===== src/rtl/bfr_pkg.sv =====
`timescale 1ns / 1ps
// Package for the byte frame receiver: sizes, codes, phase type and the
// command and status structs shared by the controller and the datapath.
package bfr_pkg;

  localparam int MAX_PAYLOAD = 32;
  localparam int IDX_W       = $clog2(MAX_PAYLOAD);
  localparam int LEN_W       = $clog2(MAX_PAYLOAD + 1);
  localparam int BYTE_W      = 8;
  localparam int TICK_W      = 16;
  localparam int CFG_IDX_W   = 1;
  localparam int CFG_DATA_W  = 16;

  localparam logic [BYTE_W-1:0] START_BYTE_RST = 8'hAA;
  localparam logic [TICK_W-1:0] TIMEOUT_RST    = 16'd100;
  localparam logic [TICK_W-1:0] IDLE_MAX       = {TICK_W{1'b1}};

  localparam logic KIND_BYTE = 1'b0;
  localparam logic KIND_TICK = 1'b1;

  typedef enum logic [CFG_IDX_W-1:0] {
    REG_START_BYTE = 1'b0,
    REG_TIMEOUT    = 1'b1
  } cfg_reg_t;

  typedef enum logic [2:0] {
    PH_SOF   = 3'd0,
    PH_ID    = 3'd1,
    PH_LEN   = 3'd2,
    PH_DATA  = 3'd3,
    PH_CHK   = 3'd4,
    PH_DRAIN = 3'd5
  } phase_t;

  typedef struct packed {
    logic tick_acc;
    logic byte_acc;
    logic restart;
    logic load_id;
    logic load_len;
    logic store_byte;
    logic drain_start;
    logic emit;
  } bfr_cmd_t;

  typedef struct packed {
    logic idle_over;
    logic sof_match;
    logic len_over;
    logic len_zero;
    logic fill_done;
    logic sum_ok;
    logic drain_last;
    logic out_free;
  } bfr_status_t;

endpackage


===== src/rtl/bfr_ctrl.sv =====
`timescale 1ns / 1ps
// Frame parser controller: phase state machine that issues datapath commands.
// Depends on bfr_pkg.
module bfr_ctrl
  import bfr_pkg::*;
(
  input  logic        clk,
  input  logic        rst_n,
  input  logic        in_valid,
  input  logic        in_kind,
  output logic        in_stall,
  input  bfr_status_t sts,
  output bfr_cmd_t    cmd
);

  phase_t state_r, state_nxt;
  phase_t eff_phase;
  logic   acc;
  logic   timed_out;

  assign in_stall  = (state_r == PH_DRAIN);
  assign acc       = in_valid && !in_stall;
  assign timed_out = (state_r != PH_SOF) && sts.idle_over;
  assign eff_phase = timed_out ? PH_SOF : state_r;

  always_ff @(posedge clk) begin
    if (!rst_n) begin
      state_r <= PH_SOF;
    end else begin
      state_r <= state_nxt;
    end
  end

  always_comb begin
    state_nxt = state_r;
    if (state_r == PH_DRAIN) begin
      if (sts.out_free && sts.drain_last) begin
        state_nxt = PH_SOF;
      end
    end else if (acc && in_kind == KIND_TICK) begin
      state_nxt = eff_phase;
    end else if (acc) begin
      unique case (eff_phase)
        PH_ID:   state_nxt = PH_LEN;
        PH_LEN: begin
          if (sts.len_over) begin
            state_nxt = PH_SOF;
          end else begin
            state_nxt = sts.len_zero ? PH_CHK : PH_DATA;
          end
        end
        PH_DATA: state_nxt = sts.fill_done ? PH_CHK : PH_DATA;
        PH_CHK:  state_nxt = sts.sum_ok ? PH_DRAIN : PH_SOF;
        default: state_nxt = sts.sof_match ? PH_ID : PH_SOF;
      endcase
    end
  end

  always_comb begin
    cmd          = '0;
    cmd.tick_acc = acc && (in_kind == KIND_TICK);
    cmd.byte_acc = acc && (in_kind == KIND_BYTE);
    cmd.restart  = acc && timed_out;
    if (state_r == PH_DRAIN) begin
      cmd.emit = sts.out_free;
    end else if (cmd.byte_acc) begin
      unique case (eff_phase)
        PH_ID:   cmd.load_id = 1'b1;
        PH_LEN: begin
          cmd.restart  = sts.len_over;
          cmd.load_len = !sts.len_over;
        end
        PH_DATA: cmd.store_byte = 1'b1;
        PH_CHK:  cmd.drain_start = 1'b1;
        default: cmd.load_id = 1'b0;
      endcase
    end
  end

endmodule


===== src/rtl/bfr_datapath.sv =====
`timescale 1ns / 1ps
// Frame parser datapath: configuration, idle counter, checksum, payload memory
// and the output register. Depends on bfr_pkg.
module bfr_datapath
  import bfr_pkg::*;
(
  input  logic                  clk,
  input  logic                  rst_n,
  input  logic                  cfg_we,
  input  logic [CFG_IDX_W-1:0]  cfg_idx,
  input  logic [CFG_DATA_W-1:0] cfg_wdata,
  input  logic                  in_kind,
  input  logic [BYTE_W-1:0]     in_rx_byte,
  input  bfr_cmd_t              cmd,
  output bfr_status_t           sts,
  output logic                  out_valid,
  input  logic                  out_stall,
  output logic [BYTE_W-1:0]     out_frame_id,
  output logic [LEN_W-1:0]      out_payload_len,
  output logic [BYTE_W-1:0]     out_payload_byte,
  output logic [IDX_W-1:0]      out_byte_index,
  output logic                  out_last
);

  logic [BYTE_W-1:0] start_byte_r;
  logic [TICK_W-1:0] timeout_r;
  logic [TICK_W-1:0] idle_r, idle_inc;
  logic [BYTE_W-1:0] id_r;
  logic [LEN_W-1:0]  len_r;
  logic [LEN_W-1:0]  fill_r;
  logic [LEN_W:0]    fill_inc;
  logic [BYTE_W-1:0] sum_r;
  logic [BYTE_W-1:0] mem [MAX_PAYLOAD];
  logic              out_valid_r;
  logic [BYTE_W-1:0] out_id_r, out_byte_r;
  logic [LEN_W-1:0]  out_len_r;
  logic [IDX_W-1:0]  out_idx_r;
  logic              out_last_r;

  assign idle_inc = (idle_r == IDLE_MAX) ? idle_r : idle_r + 1'b1;
  assign fill_inc = {1'b0, fill_r} + 1'b1;

  assign sts.idle_over  = ((in_kind == KIND_TICK) ? idle_inc : idle_r) > timeout_r;
  assign sts.sof_match  = (in_rx_byte == start_byte_r);
  assign sts.len_over   = (in_rx_byte > BYTE_W'(MAX_PAYLOAD));
  assign sts.len_zero   = (in_rx_byte == '0);
  assign sts.fill_done  = (fill_inc >= {1'b0, len_r});
  assign sts.sum_ok     = (in_rx_byte == sum_r);
  assign sts.drain_last = (len_r == '0) || (fill_inc == {1'b0, len_r});
  assign sts.out_free   = !out_valid_r || !out_stall;

  always_ff @(posedge clk) begin
    if (!rst_n) begin
      start_byte_r <= START_BYTE_RST;
      timeout_r    <= TIMEOUT_RST;
    end else if (cfg_we) begin
      unique case (cfg_reg_t'(cfg_idx))
        REG_START_BYTE: start_byte_r <= cfg_wdata[BYTE_W-1:0];
        REG_TIMEOUT:    timeout_r    <= cfg_wdata[TICK_W-1:0];
        default:        start_byte_r <= start_byte_r;
      endcase
    end
  end

  always_ff @(posedge clk) begin
    if (!rst_n) begin
      idle_r <= '0;
      id_r   <= '0;
      len_r  <= '0;
      fill_r <= '0;
      sum_r  <= '0;
    end else begin
      if (cmd.tick_acc) begin
        idle_r <= idle_inc;
      end else if (cmd.byte_acc) begin
        idle_r <= '0;
      end
      if (cmd.restart) begin
        fill_r <= '0;
        len_r  <= '0;
      end
      if (cmd.load_id) begin
        id_r  <= in_rx_byte;
        sum_r <= in_rx_byte;
      end
      if (cmd.load_len) begin
        len_r  <= in_rx_byte[LEN_W-1:0];
        sum_r  <= sum_r + in_rx_byte;
        fill_r <= '0;
      end
      if (cmd.store_byte) begin
        sum_r  <= sum_r + in_rx_byte;
        fill_r <= fill_inc[LEN_W-1:0];
      end
      if (cmd.drain_start) begin
        fill_r <= '0;
      end
      if (cmd.emit) begin
        fill_r <= fill_inc[LEN_W-1:0];
      end
    end
  end

  always_ff @(posedge clk) begin
    if (cmd.store_byte) begin
      mem[fill_r[IDX_W-1:0]] <= in_rx_byte;
    end
  end

  always_ff @(posedge clk) begin
    if (cmd.emit) begin
      out_id_r   <= id_r;
      out_len_r  <= len_r;
      out_idx_r  <= fill_r[IDX_W-1:0];
      out_last_r <= sts.drain_last;
      out_byte_r <= (len_r == '0) ? '0 : mem[fill_r[IDX_W-1:0]];
    end
  end

  always_ff @(posedge clk) begin
    if (!rst_n) begin
      out_valid_r <= 1'b0;
    end else if (cmd.emit) begin
      out_valid_r <= 1'b1;
    end else if (!out_stall) begin
      out_valid_r <= 1'b0;
    end
  end

  assign out_valid        = out_valid_r;
  assign out_frame_id     = out_id_r;
  assign out_payload_len  = out_len_r;
  assign out_payload_byte = out_byte_r;
  assign out_byte_index   = out_idx_r;
  assign out_last         = out_last_r;

endmodule


===== src/rtl/byte_frame_receiver_additive_checksum_unit.sv =====
`timescale 1ns / 1ps
// Top level of the byte frame receiver with additive checksum.
// Depends on bfr_pkg, bfr_ctrl and bfr_datapath.
//
//   Port group  Direction  Contents
//   in_*        input      kind, rx_byte; valid/stall handshake
//   out_*       output     frame_id, payload_len, payload_byte, byte_index, last
//   cfg_*       input      write enable, register index, 16-bit write data
//
// Each received byte or tick item is taken when in_valid is high and in_stall is low.
// A frame whose checksum matches holds in_stall high while the payload memory
// is read out, one payload byte per result (one zero byte for an empty frame),
// and for as long as out_stall holds a result back.
// The output register lets the next item in while the last result waits.
// Reset is synchronous and active low; the payload memory is not cleared.
module byte_frame_receiver_additive_checksum_unit
  import bfr_pkg::*;
(
  input  logic                  clk,
  input  logic                  rst_n,
  input  logic                  cfg_we,
  input  logic [CFG_IDX_W-1:0]  cfg_idx,
  input  logic [CFG_DATA_W-1:0] cfg_wdata,
  input  logic                  in_valid,
  output logic                  in_stall,
  input  logic                  in_kind,
  input  logic [BYTE_W-1:0]     in_rx_byte,
  output logic                  out_valid,
  input  logic                  out_stall,
  output logic [BYTE_W-1:0]     out_frame_id,
  output logic [LEN_W-1:0]      out_payload_len,
  output logic [BYTE_W-1:0]     out_payload_byte,
  output logic [IDX_W-1:0]      out_byte_index,
  output logic                  out_last
);

  bfr_cmd_t    cmd;
  bfr_status_t sts;

  bfr_ctrl u_ctrl (
    .clk      (clk),
    .rst_n    (rst_n),
    .in_valid (in_valid),
    .in_kind  (in_kind),
    .in_stall (in_stall),
    .sts      (sts),
    .cmd      (cmd)
  );

  bfr_datapath u_dp (
    .clk              (clk),
    .rst_n            (rst_n),
    .cfg_we           (cfg_we),
    .cfg_idx          (cfg_idx),
    .cfg_wdata        (cfg_wdata),
    .in_kind          (in_kind),
    .in_rx_byte       (in_rx_byte),
    .cmd              (cmd),
    .sts              (sts),
    .out_valid        (out_valid),
    .out_stall        (out_stall),
    .out_frame_id     (out_frame_id),
    .out_payload_len  (out_payload_len),
    .out_payload_byte (out_payload_byte),
    .out_byte_index   (out_byte_index),
    .out_last         (out_last)
  );

endmodule


===== config.mk =====
export PLATFORM = sky130hd
export DESIGN_NAME = byte_frame_receiver_additive_checksum_unit
export DESIGN_NICKNAME = d
export VERILOG_FILES = /design/src/rtl/bfr_pkg.sv /design/src/rtl/bfr_ctrl.sv /design/src/rtl/bfr_datapath.sv /design/src/rtl/byte_frame_receiver_additive_checksum_unit.sv
export SDC_FILE = /design/constraint.sdc
export NUM_CORES = 1
export LEC_CHECK = 0
export ABC_AREA = 1
export BUFFER_PORTS_ARGS = -buffer_cell sky130_fd_sc_hd__buf_2
export CAP_MARGIN = 20
export CORE_MARGIN = 3
export CORE_UTILIZATION = 34
export CTS_CLUSTER_SIZE = 12
export DETAILED_ROUTE_END_ITERATION = 8
export PLACE_DENSITY = 0.61
export SYNTH_ARGS = -nofsm -noshare
export SYNTH_HDL_FRONTEND = slang
export SYNTH_SLANG_ARGS = --single-unit

===== constraint.sdc =====
create_clock -name clk -period 3.7 [get_ports clk]
set_input_delay 0.925 -clock clk [delete_from_list [all_inputs] [get_ports clk]]
set_output_delay 0.925 -clock clk [all_outputs]
set_load 0.02 [all_outputs]

==> out/summary.txt <==
GR Util All Layers - 16.9%
Tot Pwr - 8.20 mW
FF-to-FF setup slack - -30 ps
vias per inst - 5.20
I/O Buffers - 60
total number of vias - 11,500
TritonRoute pass-1 iters - 6
critical path class - reg -> reg
PD cells - 436 nW/um^2
Fmax - 268 MHz
final setup vio count - 23
vias in the first global route - 11,200
Final Hold Viols - 0
CP Capture Type - flop
r2r startpoint - u_dp.idle_r[0]
Slew Limit Headroom - 44.1%
worst-skew pair later-pin latency - 550 ps
first-pass GRT wire length - 63.0 mm
status - complete, but fails checks
P&R area growth vs syn - 22.2%
Mean Syn Cell Area - 10.8 um^2
Initial Utilization - 34.6%
CP max FO - 8
number of distinct library cells after synthesis - 38
TritonCTS sink count - 356
DR DRC count - 0
Startpoint Class - flop
VDD IR max - 0.337 mV
register share of total power - 52.9%
Row Count - 77
Max-Cap Viols - 0
final worst-path cycle share - 101%
data required time of the worst path - 3940 ps
Clk pwr share - 43.6%
Post-Syn Area - 15,400 um^2
Worst Setup SP - u_dp.idle_r[0]
CTS tree - yes
CTS max path bufs - 3
antenna violations before repair - 1
total CTS buffers - 38
#FFs+latches synth - 356
HPWL after detailed placement - 27.2 mm
Reg area - 9980 um^2
number of nets in the layout - 1,653
Worst Setup EP - u_dp.mem[21][4]
CTS H-tree lvls - 2
largest net degree at the start of global routing - 69
post-synthesis sequential area ratio - 64.7%
NetSw - 1.74 mW
final antenna diode count - 0
synthesized net count - 1,497
Pins Over Slew Limit - 0
share of cells above drive strength 1 - 20.6%
combinational power share - 3.4%
Root Buffer - clkbuf_16
clk_skew - 22.2 ps
Worst-Margin Slew - 836 ps
io pins - 61
gate count of the mapped netlist - 1,431
Sw Share - 21.2%
most frequent cells in the layout - 284 x edfxtp_1, 179 x nor2_1, 168 x o21ai_0
worst hold path type - reg -> reg
worst-case reg-to-reg path depth - 26
Core ar. - 44,500 um^2
fill count - 4,237
clk slew on worst S/H paths - 60 ps
Die Span X - 219 um
drt wl/cell - 18.7 um
initial detailed-routing violation count - 1,134
overall die height - 219 um
wirelength, routed - 41.2 mm
RSZ-0062 raised after global routing - yes
Cell Int Power - 6.46 mW
grt ovf - 0
WP data arrival - 3960 ps
routability congestion estimate - 0.865
leakage - 6.76 nW
commonest non-fill, non-tap cell in the layout - edfxtp_1
failing checks - negative setup slack
antenna viol nets, final - 0
hold_buf cts - 0
multi-input logic area - 5120 um^2
PnR worst setup slack - -27.3 ps
yosys warns - 0
worst flop-to-flop path endpoint - u_dp.mem[21][4]
fin crit period - 3730 ps
full die area - 47,900 um^2
final core utilization - 42.3%
sequential cells by signal, summed over array words and instances (netlist names), 6 cells and up:
signal                 count
u_dp.fill_r                6
u_dp.out_payload_byte      8
u_dp.sum_r                 8
u_dp.out_frame_id          8
u_dp.idle_r               16
u_dp.id_r                  8
u_dp.timeout_r            16
u_dp.len_r                 6
u_dp.start_byte_r          8
u_dp.mem                 256
u_dp.out_payload_len       6
synthesized netlist by cell type (all sizes together):
| master | number | area share [%] |
|---|---|---|
| o21ai | 179 | 5.8 |
| edfxtp | 284 | 55 |
| xnor2 | 11 | 0.63 |
| clkbuf | 50 | 1.2 |
| ha | 34 | 2.8 |
| a22o | 16 | 0.91 |
| o211ai | 5 | 0.24 |
| clkinv | 1 | 0.024 |
| inv | 98 | 2.4 |
| nand2 | 177 | 4.4 |
| o21bai | 1 | 0.049 |
| xor2 | 16 | 1.0 |
| o22ai | 64 | 2.6 |
| nor2 | 220 | 5.6 |
| nand4 | 24 | 1.0 |
| a31oi | 12 | 0.49 |
| nand3 | 48 | 1.7 |
| a21oi | 66 | 2.2 |
| dfxtp | 72 | 9.4 |
| nor4 | 2 | 0.081 |
| buf | 19 | 0.61 |
| fa | 1 | 0.13 |
| a21o | 1 | 0.049 |
| nor3 | 23 | 1.0 |
| a22oi | 7 | 0.34 |
metal layers:
layer,wire (um),global-route usage (%),up-vias
met4,1080,5.34,2
met2,19600,27.6,438
li1,-,-,5400
met3,3170,3.61,86
met5,7,0,-
met1,17400,22.4,5540
power by group through the flow:
stage | Clock, mW | Sequential (mW) | Combinational, mW
final | 3.58 | 4.34 | 0.282
after global routing | 3.81 | 4.34 | 0.314
after CTS | 3.65 | 4.34 | 0.271
after detailed placement | 0 | 4.43 | 0.270
after global placement | 0 | 4.43 | 0.266
after floorplan | 0 | 4.43 | 0.122
cell type report:
type	count	area share [%]
clock buffers	53	5.58
clock inverters	13	0.559
inverters	99	2.05
multi-input cells	907	27.2
flip-flops and latches	356	53.1
well taps	592	3.94
repair buffers	185	7.57
cells by family after synthesis:
group           Yosys count  synth area share [%]
compound gates          351                  12.7
simple gates            494                  13.8
buf+inv                 168                  4.26
fa+ha+maj                35                  2.89
xor+xnor                 27                  1.63
flops                   356                  64.7
per-stage QoR:
stage          worst slack [ps]  hold slack [ps]  instances  area (um^2)  TNS, ps
4_1_cts                   -14.3              446       2198        18300     -510
2_1_floorplan             -34.8              406       1431        15400    -8620
5_1_grt                    -298              467       2205        18800   -66740
6_report                  -27.3              440       2205        18800     -388
3_3_place_gp              -66.3              421       2125        17000    -3120
3_5_place_dp               -125              423       2125        17000   -21090
critical path, stage by stage (launching register included):
cell and delay [ps]:
dfxtp_2 360, ha_4 130, inv_2 40, nor3_4 140, nand3_2 130, nor2_4 120
nand3_2 100, nor2_4 210, clkinv_4 140, nand2_4 80, xor2_2 140, nand2_1 80
o21ai_1 90, ha_1 260, nand2_2 80, nor2_2 50, nand2_2 70, inv_1 50
nand2_1 50, nand4_1 140, a21oi_2 210, nand3_2 130, inv_4 130, nand2_2 80
buf_6 150, nor2_1 90, buf_4 180
worst min-delay path by stage:
stage | from | end | slack, ps | cells past startpoint
after floorplan | u_dp.fill_r[2] | u_dp.out_byte_index[2] | 410 | 0
after global placement | u_dp.id_r[0] | u_dp.out_frame_id[0] | 420 | 0
after detailed placement | u_dp.id_r[2] | u_dp.out_frame_id[2] | 420 | 0
after CTS | u_dp.id_r[2] | u_dp.out_frame_id[2] | 450 | 0
after global routing | u_dp.id_r[0] | u_dp.out_frame_id[0] | 470 | 0
final | u_dp.id_r[2] | u_dp.out_frame_id[2] | 440 | 0
repair_timing:
item / CTS / global route
setup buffers: 7 / 7
resized for setup: 19 / 127
endpoints found under the setup margin: 256 / 287
pin swaps: 5 / 21
No activity file was read; power rests on OpenSTA's default activity.
